===== src/lobm_ram.sv =====
// lobm_ram: generic single-port-write, single-port-read ram with registered read
// depends on nothing
module lobm_ram #(
  parameter int WIDTH = 8,
  parameter int DEPTH = 16,
  localparam int AW = $clog2(DEPTH)
) (
  input  logic             clk,
  input  logic             we,
  input  logic [AW-1:0]    waddr,
  input  logic [WIDTH-1:0] wdata,
  input  logic [AW-1:0]    raddr,
  output logic [WIDTH-1:0] rdata
);

  logic [WIDTH-1:0] mem [DEPTH];

  always_ff @(posedge clk) begin
    if (we) begin
      mem[waddr] <= wdata;
    end
    rdata <= mem[raddr];
  end

endmodule


===== config.mk =====
export PLATFORM = sky130hd
export DESIGN_NAME = lobm_ram
export DESIGN_NICKNAME = d
export VERILOG_FILES = /design/src/lobm_ram.sv
export SDC_FILE = /design/constraint.sdc
export NUM_CORES = 1
export LEC_CHECK = 0
export ABC_AREA = 1
export BUFFER_PORTS_ARGS = -buffer_cell sky130_fd_sc_hd__buf_2
export CAP_MARGIN = 5
export CORE_MARGIN = 2
export CORE_UTILIZATION = 45
export CTS_BUF_LIST = sky130_fd_sc_hd__clkbuf_8
export DETAILED_ROUTE_END_ITERATION = 10
export GPL_TIMING_DRIVEN = 0
export PLACE_DENSITY = 0.62
export SLEW_MARGIN = 25
export SYNTH_ARGS = -nofsm -noshare
export SYNTH_HDL_FRONTEND = slang
export SYNTH_SLANG_ARGS = --single-unit

===== constraint.sdc =====
create_clock -name clk -period 1.3 [get_ports clk]
set_input_delay 0.13 -clock clk [delete_from_list [all_inputs] [get_ports clk]]
set_output_delay 0.13 -clock clk [all_outputs]
set_load 0.1 [all_outputs]

==> reports/qor.csv, run 1 <==
metric,value,unit
status,"complete, no violations",
dpl-instance-area,6092,µm²
path_class,in -> reg,
cts_tree,yes,
grt_pass1_vias,3604,
fillers,1114,
initial_core_util,45.88,%
min_from,wdata[2],
wl_per_cell,17.76,µm
netlist_instances,551,
die_h,117.2,µm
crit_path_max_incr_delay,0.79,ns
cp_max_fo,8,
post-place-ws,-0.3640,ns
grt_max_degree,17,
cts_root_buffer,clkbuf_8,
period_share,95.40,%
vdd_drop_max,0.0009234,V
power,8.942,mW
grt_overflow,0,
fin_nets,610,
grt_pass1_wl,20960,µm
dr.pass1.iters,5,
fin_skew,0.009185,ns
crit_slowest_cell,nor2_1,
placementRows,41,
worstPathCellList,"buf_2, nand3b_1, nor2_1",
relSlewSlack,35.13,%
routed_wl,13800,µm
setup_violations,0,
start_kind,input pin,
p_leak,2.803,nW
antenna_found_initial,0,
fin_setup_tns,0,ns
place_hpwl,8948,µm
postCtsSetupRepairBufs,0,
drt-initial-drc-count,361,
worstMarginPinSlew,0.9695,ns
r2r-start,mem[1][1]$_DFFE_PP_,
die-area,13740,µm²
io_buffers,22,
ant_nets,0,
cts-resized-gates,8,
startpoint,waddr[3],
cts.clk_slew.worst_paths,0.07,ns
cts_made_buffers,17,
cap_violations,0,
synth.avg_cell_area,10.47,µm²
hold_path_class,in -> reg,
vias,3883,
cp_data_arrival_time,1.31,ns
drive_gt1_share,11.74,%
stdcell_area,6466,µm²
clock_sinks,136,
hold_ws,0.1069,ns
cp-end-kind,flip-flop,
worst-endpoint-required,1.37,ns
insertion_delay,0.45,ns
die_w,117.2,µm
io_pins,26,
rsz0062_at_grt,false,
powerDensity,1383,nW/µm²
clock_path_buffers,2,
synth.net_count,569,
finalCriticalPeriod,1.240,ns
syn2layout_area_growth,12.13,%
routabilityCongestion,0.8602,
ctsHtreeMaxLevel,4,
yosys_warnings,0,
drc_errors,0,
avgViaCountPerCell,4.997,
fmax,806.3,MHz
hold_violations,0,
cts_hold_buf,0,
synth_area,5767,µm²
yosysUniqueCellTypes,12,
grt_usage,21.84,%
ys_ff_latch,136,
slew_violations,0,
core_area,12570,µm²
diodes,0,
setup_ws,0.05984,ns
synth_seq_area_share,69.43,%
[final timing paths]
kind | end | cells after the start | slack, ns
max | mem[7][1]$_DFFE_PP_ | 3 | 0.06
max reg2reg | rdata[1]$_DFF_P_ | 6 | 0.26
min reg2reg | rdata[2]$_DFF_P_ | 6 | 0.68
min | mem[0][2]$_DFFE_PP_ | 1 | 0.11
[worst max-delay path, delay by kind of cell]
| kind | cells | cell delay [ns] |
|---|---|---|
| buffers and inverters | 1 | 0.12 |
| and+or+nand+nor | 2 | 1.05 |
[stage by stage]
step	utilization [%]	instances
2_1_floorplan	-	551
5_1_grt	51.45	777
4_1_cts	51.45	777
6_report	51.45	777
3_5_place_dp	48.47	745
3_3_place_gp	48.47	745
[metal layers]
metal / share of wire [%] / up-vias / global-route usage (%)
met4: 2.7 / 0 / 9.098
li1: - / 1854 / -
met1: 44 / 1817 / 30.51
met2: 45 / 180 / 32.64
met3: 8.0 / 32 / 5.664
met5: 0 / - / 0
[synth_stat cells]
cell      number  area, µm²
buf_1          1      3.750
nor2_1        17      63.81
edfxtp_1     128       3844
nand3b_1       2      15.01
nand3_1       97      485.5
inv_1        100      375.4
buf_4          4      30.03
buf_6          6      67.56
buf_2         13      65.06
dfxtp_1        8      160.2
inv_2          2      7.510
nand2_1      173      649.4
[state kept, by name, indices dropped and copies added (netlist names)]
| signal | cells |
|---|---|
| mem | 128 |
| rdata | 8 |
[report_power, final]
group          internal [mW]  switching, mW  total [mW]
combinational          0.205          0.654       0.859
sequential              4.90         0.0248        4.92
clock                   1.63           1.53        3.16
[kinds of logic (layout without fill, tap and decap cells)]
group | Yosys count | after routing | synth area share [%]
buffers and inverters | 126 | 180 | 9.525
AND/OR/NAND/NOR | 289 | 289 | 21.05
flip-flops | 136 | 136 | 69.43
[cell usage in the layout, fill, tap and decap left out]
master | netlist | final
buf_6 | 6 | 6
nor2_1 | 17 | 17
clkinv_1 | 0 | 5
bufinv_16 | 0 | 2
inv_1 | 100 | 103
dfxtp_1 | 8 | 8
inv_2 | 2 | 2
clkbuf_8 | 0 | 17
buf_1 | 1 | 1
buf_2 | 13 | 27
buf_4 | 4 | 12
nand3b_1 | 2 | 2
edfxtp_1 | 128 | 128
nand2_1 | 173 | 173
clkinvlp_4 | 0 | 2
clkinv_2 | 0 | 3
nand3_1 | 97 | 97
[final cells by class]
type	instances	area, µm²	area share, %
timing repair buffer	22	130.1	2.012
tap	172	215.2	3.328
clock inverter	15	120.1	1.858
buffer	24	166.4	2.574
sequential	136	4004	61.92
clock buffer	17	234.0	3.618
multi-input combinational	289	1214	18.77
inverter	102	382.9	5.921
(Power assumes the default switching activity.)
==> run 2, diff against run 1 <==
CTS_BUF_LIST = sky130_fd_sc_hd__clkbuf_4 sky130_fd_sc_hd__clkbuf_8   (was sky130_fd_sc_hd__clkbuf_8)
CTS_CLUSTER_SIZE = 40   (was not set)
==> reports/qor.csv, run 2 (synthesized netlist as in run 1, its figures left out) <==
metric,value,unit,change
slew_violations,0,,unchanged
netSwitchingPower,2.210,mW,was 2.208 mW
r2r_slack,0.26,ns,about the same
grt_overflow,0,,unchanged
r2r-start,mem[1][1]$_DFFE_PP_,,unchanged
largestRegisters,"mem x128, rdata x8",,unchanged
p_int,6.821,mW,was 6.735 mW
top_register,mem,,unchanged
path_class,in -> reg,,unchanged
met2WireLength,6310,µm,was 6259 µm
fin_skew,0.008550,ns,was 0.009185 ns
die_w,117.2,µm,unchanged
hold_violations,0,,unchanged
crit_slowest_cell,nor2_1,,unchanged
die-area,13740,µm²,unchanged
ant_nets,0,,unchanged
core_area,12570,µm²,unchanged
clock_path_buffers,2,,unchanged
fmax,806.7,MHz,was 806.3 MHz
largest_register_ffs,128,,unchanged
seqPwrFrac,54.5,%,was 55.0%
topRoutingLayerUsed,met4,,unchanged
io_buffers,22,,unchanged
drt-initial-drc-count,354,,was 361
cts_made_buffers,17,,unchanged
io_pins,26,,unchanged
postCtsSetupRepairBufs,0,,unchanged
drc_errors,0,,unchanged
diodes,0,,unchanged
cp_max_fo,8,,unchanged
r2r_end,rdata[1]$_DFF_P_,,unchanged
p_leak,2.801,nW,was 2.803 nW
wl_per_cell,17.70,µm,was 17.76 µm
start_kind,input pin,,unchanged
netSwitchingFraction,24.47,%,was 24.69%
die_h,117.2,µm,unchanged
status,"complete, no violations",,unchanged
period_share,95.35,%,was 95.40%
placementRows,41,,unchanged
ctsHtreeMaxLevel,4,,unchanged
antenna_found_initial,0,,unchanged
grt_usage,21.84,%,about the same
finalCriticalPeriod,1.240,ns,about the same
p_comb_share,9.5,%,was 9.6%
fillers,1111,,was 1114
wl_met1,6020,µm,was 6061 µm
worstPathCellList,"buf_2, nand3b_1, nor2_1",,unchanged
drive_gt1_share,12.23,%,was 11.74%
crit_end,mem[7][1]$_DFFE_PP_,,unchanged
syn2layout_area_growth,12.32,%,was 12.13%
startpoint,waddr[3],,unchanged
powerDensity,1394,nW/µm²,was 1383 nW/µm²
fin_nets,610,,unchanged
final_common_cell,nand2_1,,unchanged
routed_wl,13750,µm,was 13800 µm
fin_setup_tns,0,ns,unchanged
clock_sinks,136,,unchanged
p_clk_share,36.0,%,was 35.3%
place_hpwl,8948,µm,unchanged
grt_pass1_wl,20960,µm,unchanged
crit_path_max_incr_delay,0.79,ns,about the same
setup_violations,0,,unchanged
routabilityCongestion,0.8602,,unchanged
worstMarginPinSlew,0.9707,ns,was 0.9695 ns
worst-endpoint-required,1.37,ns,about the same
cp_data_arrival_time,1.31,ns,about the same
vdd_drop_max,0.0009234,V,about the same
mostFrequentLayoutCells,"nand2_1, edfxtp_1, inv_1",,unchanged
rsz0062_at_grt,false,,unchanged
utilization,51.54,%,was 51.45%
grt_pass1_vias,3606,,was 3604
grt_max_degree,17,,unchanged
r2r_cells,6,,unchanged
relSlewSlack,35.05,%,was 35.13%
cap_violations,0,,unchanged
initial_core_util,45.88,%,unchanged
cts.clk_slew.worst_paths,0.07,ns,about the same
wl_met3,1105,µm,was 1108 µm
cts_root_buffer,clkbuf_8,,unchanged
vias,3854,,was 3883
hold_path_class,in -> reg,,unchanged
insertion_delay,0.45,ns,about the same
avgViaCountPerCell,4.960,,was 4.997
dr.pass1.iters,5,,unchanged
cp-end-kind,flip-flop,,unchanged
cts_tree,yes,,unchanged
## run 2: cell types whose count changed in the layout (fill, tap and decap cells not counted), sizes merged
cell / before / now
inv: 105 / 102
clkbuf: 17 / 20
## run 2: stage by stage
stage	hold slack (ns)	power [mW]	setup WS, ns	cells	area (µm²)
after floorplan	0.2289	5.571	0.2192	551	5767
after global placement	0.5551	5.837	-0.3243	745	6092
after detailed placement	0.5726	5.854	-0.3640	745	6092
after CTS	0.08686	9.059	0.09995	777	6477
after global routing	0.09567	9.331	0.06964	777	6477
final	0.1068	9.031	0.06045	777	6477
## run 2: worst min path at each step
stage	from	endpoint	cells after the start	slack (ns)
2_1_floorplan	wdata[0]	mem[0][0]$_DFFE_PP_	0	0.23
3_3_place_gp	wdata[2]	mem[7][2]$_DFFE_PP_	1	0.56
3_5_place_dp	wdata[2]	mem[7][2]$_DFFE_PP_	1	0.57
4_1_cts	wdata[2]	mem[6][2]$_DFFE_PP_	1	0.09
5_1_grt	wdata[4]	mem[14][4]$_DFFE_PP_	1	0.1
6_report	wdata[2]	mem[0][2]$_DFFE_PP_	1	0.11
## run 2: cell type report
type	count	area, µm²	share of cell area [%]
well taps	172	215.2	3.322
clock inverters	12	108.9	1.681
flip-flops and latches	136	4004	61.81
repair buffers	22	130.1	2.009
inverters	102	382.9	5.911
multi-input cells	289	1214	18.74
plain buffers	24	166.4	2.569
clock buffers	20	256.5	3.960
## run 2: layer usage
metal	vias up	track usage, %
met5	-	0
met4	0	9.098
met3	24	5.664
met2	177	32.64
met1	1800	30.52
li1	1853	-
## run 2: power by group through the flow
stage / sequential, mW / combinational [mW] / clock [mW]
CTS: 4.92 / 0.858 / 3.28
global route: 4.93 / 0.925 / 3.48
floorplan: 5.22 / 0.346 / 0
finish: 4.92 / 0.859 / 3.25
global placement: 5.01 / 0.824 / 0
detailed placement: 5.02 / 0.837 / 0
## run 2: repair_timing
item	in CTS	in global routing
setup endpoints to repair	8	0
hold buffers	0	0
gates resized for setup	8	0
## run 2: critical path, delay by kind of cell
family / cells / cell delay (ns)
simple gates: 2 / 1.05
buf+inv: 1 / 0.12
==> run 3, diff against run 2 <==
CELL_PAD_IN_SITES_DETAIL_PLACEMENT = 1   (was not set)
CELL_PAD_IN_SITES_GLOBAL_PLACEMENT = 1   (was not set)
CORE_MARGIN = not set   (was 2)
PLACE_DENSITY = not set   (was 0.62)
PLACE_DENSITY_LB_ADDON = 0.05   (was not set)
==> reports/qor.csv, run 3 (synthesized netlist as in run 1, its figures left out) <==
metric,value,unit,change
drc_errors,0,,unchanged
netSwitchingFraction,24.71,%,was 24.47%
fin_nets,610,,unchanged
antenna_found_initial,0,,unchanged
core_area,12260,µm²,was 12570 µm²
grt_pass1_vias,3945,,was 3606
vdd_drop_max,0.0007542,V,was 0.0009234 V
dp_cells,741,,was 745
ant_nets,0,,unchanged
drive_gt1_share,13.06,%,was 12.23%
p_clk_share,35.3,%,was 36.0%
p_int,6.762,mW,was 6.821 mW
placementRows,40,,was 41
diodes,0,,unchanged
slew_violations,0,,unchanged
post-place-ws,-0.4096,ns,was -0.3640 ns
cap_violations,0,,unchanged
worst-endpoint-required,1.38,ns,was 1.37 ns
period_share,94.18,%,was 95.35%
grt_max_degree,17,,unchanged
ctsHtreeMaxLevel,4,,unchanged
cts_tree,yes,,unchanged
dr.pass1.iters,6,,was 5
die_w,115.2,µm,was 117.2 µm
grt_pass1_wl,23340,µm,was 20960 µm
clock_sinks,136,,unchanged
finalCriticalPeriod,1.224,ns,was 1.240 ns
cts_root_buffer,clkbuf_8,,unchanged
cp-end-kind,flip-flop,,unchanged
status,"complete, no violations",,unchanged
netSwitchingPower,2.220,mW,was 2.210 mW
routabilityCongestion,0.7937,,was 0.8602
hold_path_class,in -> reg,,unchanged
p_comb_share,9.8,%,was 9.5%
vias,3870,,was 3854
mostFrequentLayoutCells,"nand2_1, edfxtp_1, inv_1",,unchanged
setup_violations,0,,unchanged
p_leak,2.816,nW,was 2.801 nW
syn2layout_area_growth,12.17,%,was 12.32%
io_pins,26,,unchanged
power,8.981,mW,was 9.031 mW
cts.clk_slew.worst_paths,0.07,ns,about the same
top_register,mem,,unchanged
fin_skew,0.008679,ns,was 0.008550 ns
largest_register_ffs,128,,unchanged
avgViaCountPerCell,5.006,,was 4.960
start_kind,input pin,,unchanged
grt_usage,25.90,%,was 21.84%
stdcell_area,6469,µm²,was 6477 µm²
fmax,816.8,MHz,was 806.7 MHz
hold_ws,0.08788,ns,was 0.1068 ns
wl_per_cell,20.13,µm,was 17.70 µm
path_class,in -> reg,,unchanged
largestRegisters,"mem x128, rdata x8",,unchanged
relSlewSlack,31.94,%,was 35.05%
rsz0062_at_grt,false,,unchanged
cts_made_buffers,17,,unchanged
setup_ws,0.07566,ns,was 0.06045 ns
routed_wl,15560,µm,was 13750 µm
io_buffers,22,,unchanged
cp_max_fo,8,,unchanged
worstMarginPinSlew,1.017,ns,was 0.9707 ns
fin_setup_tns,0,ns,unchanged
drt-initial-drc-count,346,,was 354
cp_data_arrival_time,1.30,ns,was 1.31 ns
die_h,115.2,µm,was 117.2 µm
seqPwrFrac,54.8,%,was 54.5%
hold_violations,0,,unchanged
utilization,52.76,%,was 51.54%
insertion_delay,0.46,ns,was 0.45 ns
initial_core_util,47.03,%,was 45.88%
clock_path_buffers,2,,unchanged
powerDensity,1388,nW/µm²,was 1394 nW/µm²
fin_cells,773,,was 777
dpl-instance-area,6087,µm²,was 6092 µm²
die-area,13270,µm²,was 13740 µm²
postCtsSetupRepairBufs,0,,unchanged
grt_overflow,0,,unchanged
final_common_cell,nand2_1,,unchanged
place_hpwl,10280,µm,was 8948 µm
## run 3: changes by cell type in the layout (fill, tap and decap cells not counted)
cell        change
bufinv_16       -2
clkbuf_4        +4
clkbuf_8        +4
clkinv_1        -5
clkinv_2        +1
clkinvlp_4      -2
## run 3: per-layer routing
metal	vias to the layer above	GRT usage (%)	wire (µm)
met1	1898	36.44	7456
met4	0	10.22	327
met5	-	0	0
li1	1853	-	-
met3	20	5.113	682
met2	99	39.68	7096
## run 3: area by class of cell
class | count | area [µm²]
Buffer | 24 | 166.4
Multi-Input combinational cell | 289 | 1214
Timing Repair Buffer | 22 | 130.1
Fill cell | 1348 | 5793
Clock buffer | 28 | 341.6
Tap cell | 168 | 210.2
Inverter | 102 | 382.9
Clock inverter | 4 | 20.02
Sequential cell | 136 | 4004
## run 3: path summary, 6_finish.rpt
path                              from                  end  slack, ns  cells past startpoint
setup / recovery              waddr[3]  mem[4][1]$_DFFE_PP_       0.08                      3
hold / removal                wdata[2]  mem[0][2]$_DFFE_PP_       0.09                      1
setup reg to reg  mem[11][1]$_DFFE_PP_     rdata[1]$_DFF_P_       0.23                      6
hold reg to reg    mem[6][7]$_DFFE_PP_     rdata[7]$_DFF_P_       0.69                      6
## run 3: worst max-delay path, cell delays in order
cell	delay, ns
buf_2	0.12
nand3b_1	0.24
nor2_1	0.81
## run 3: power groups by stage
stage	sequential [mW]	combinational [mW]	clock (mW)
final	4.93	0.883	3.17
after global routing	4.93	0.945	3.39
after CTS	4.93	0.887	3.24
after detailed placement	5.02	0.866	0
after global placement	5.01	0.843	0
after floorplan	5.22	0.346	0
## run 3: repair_timing
action,in CTS,in global routing
hold buffers,0,0
endpoints found under the setup margin,8,0
resized for setup,8,0
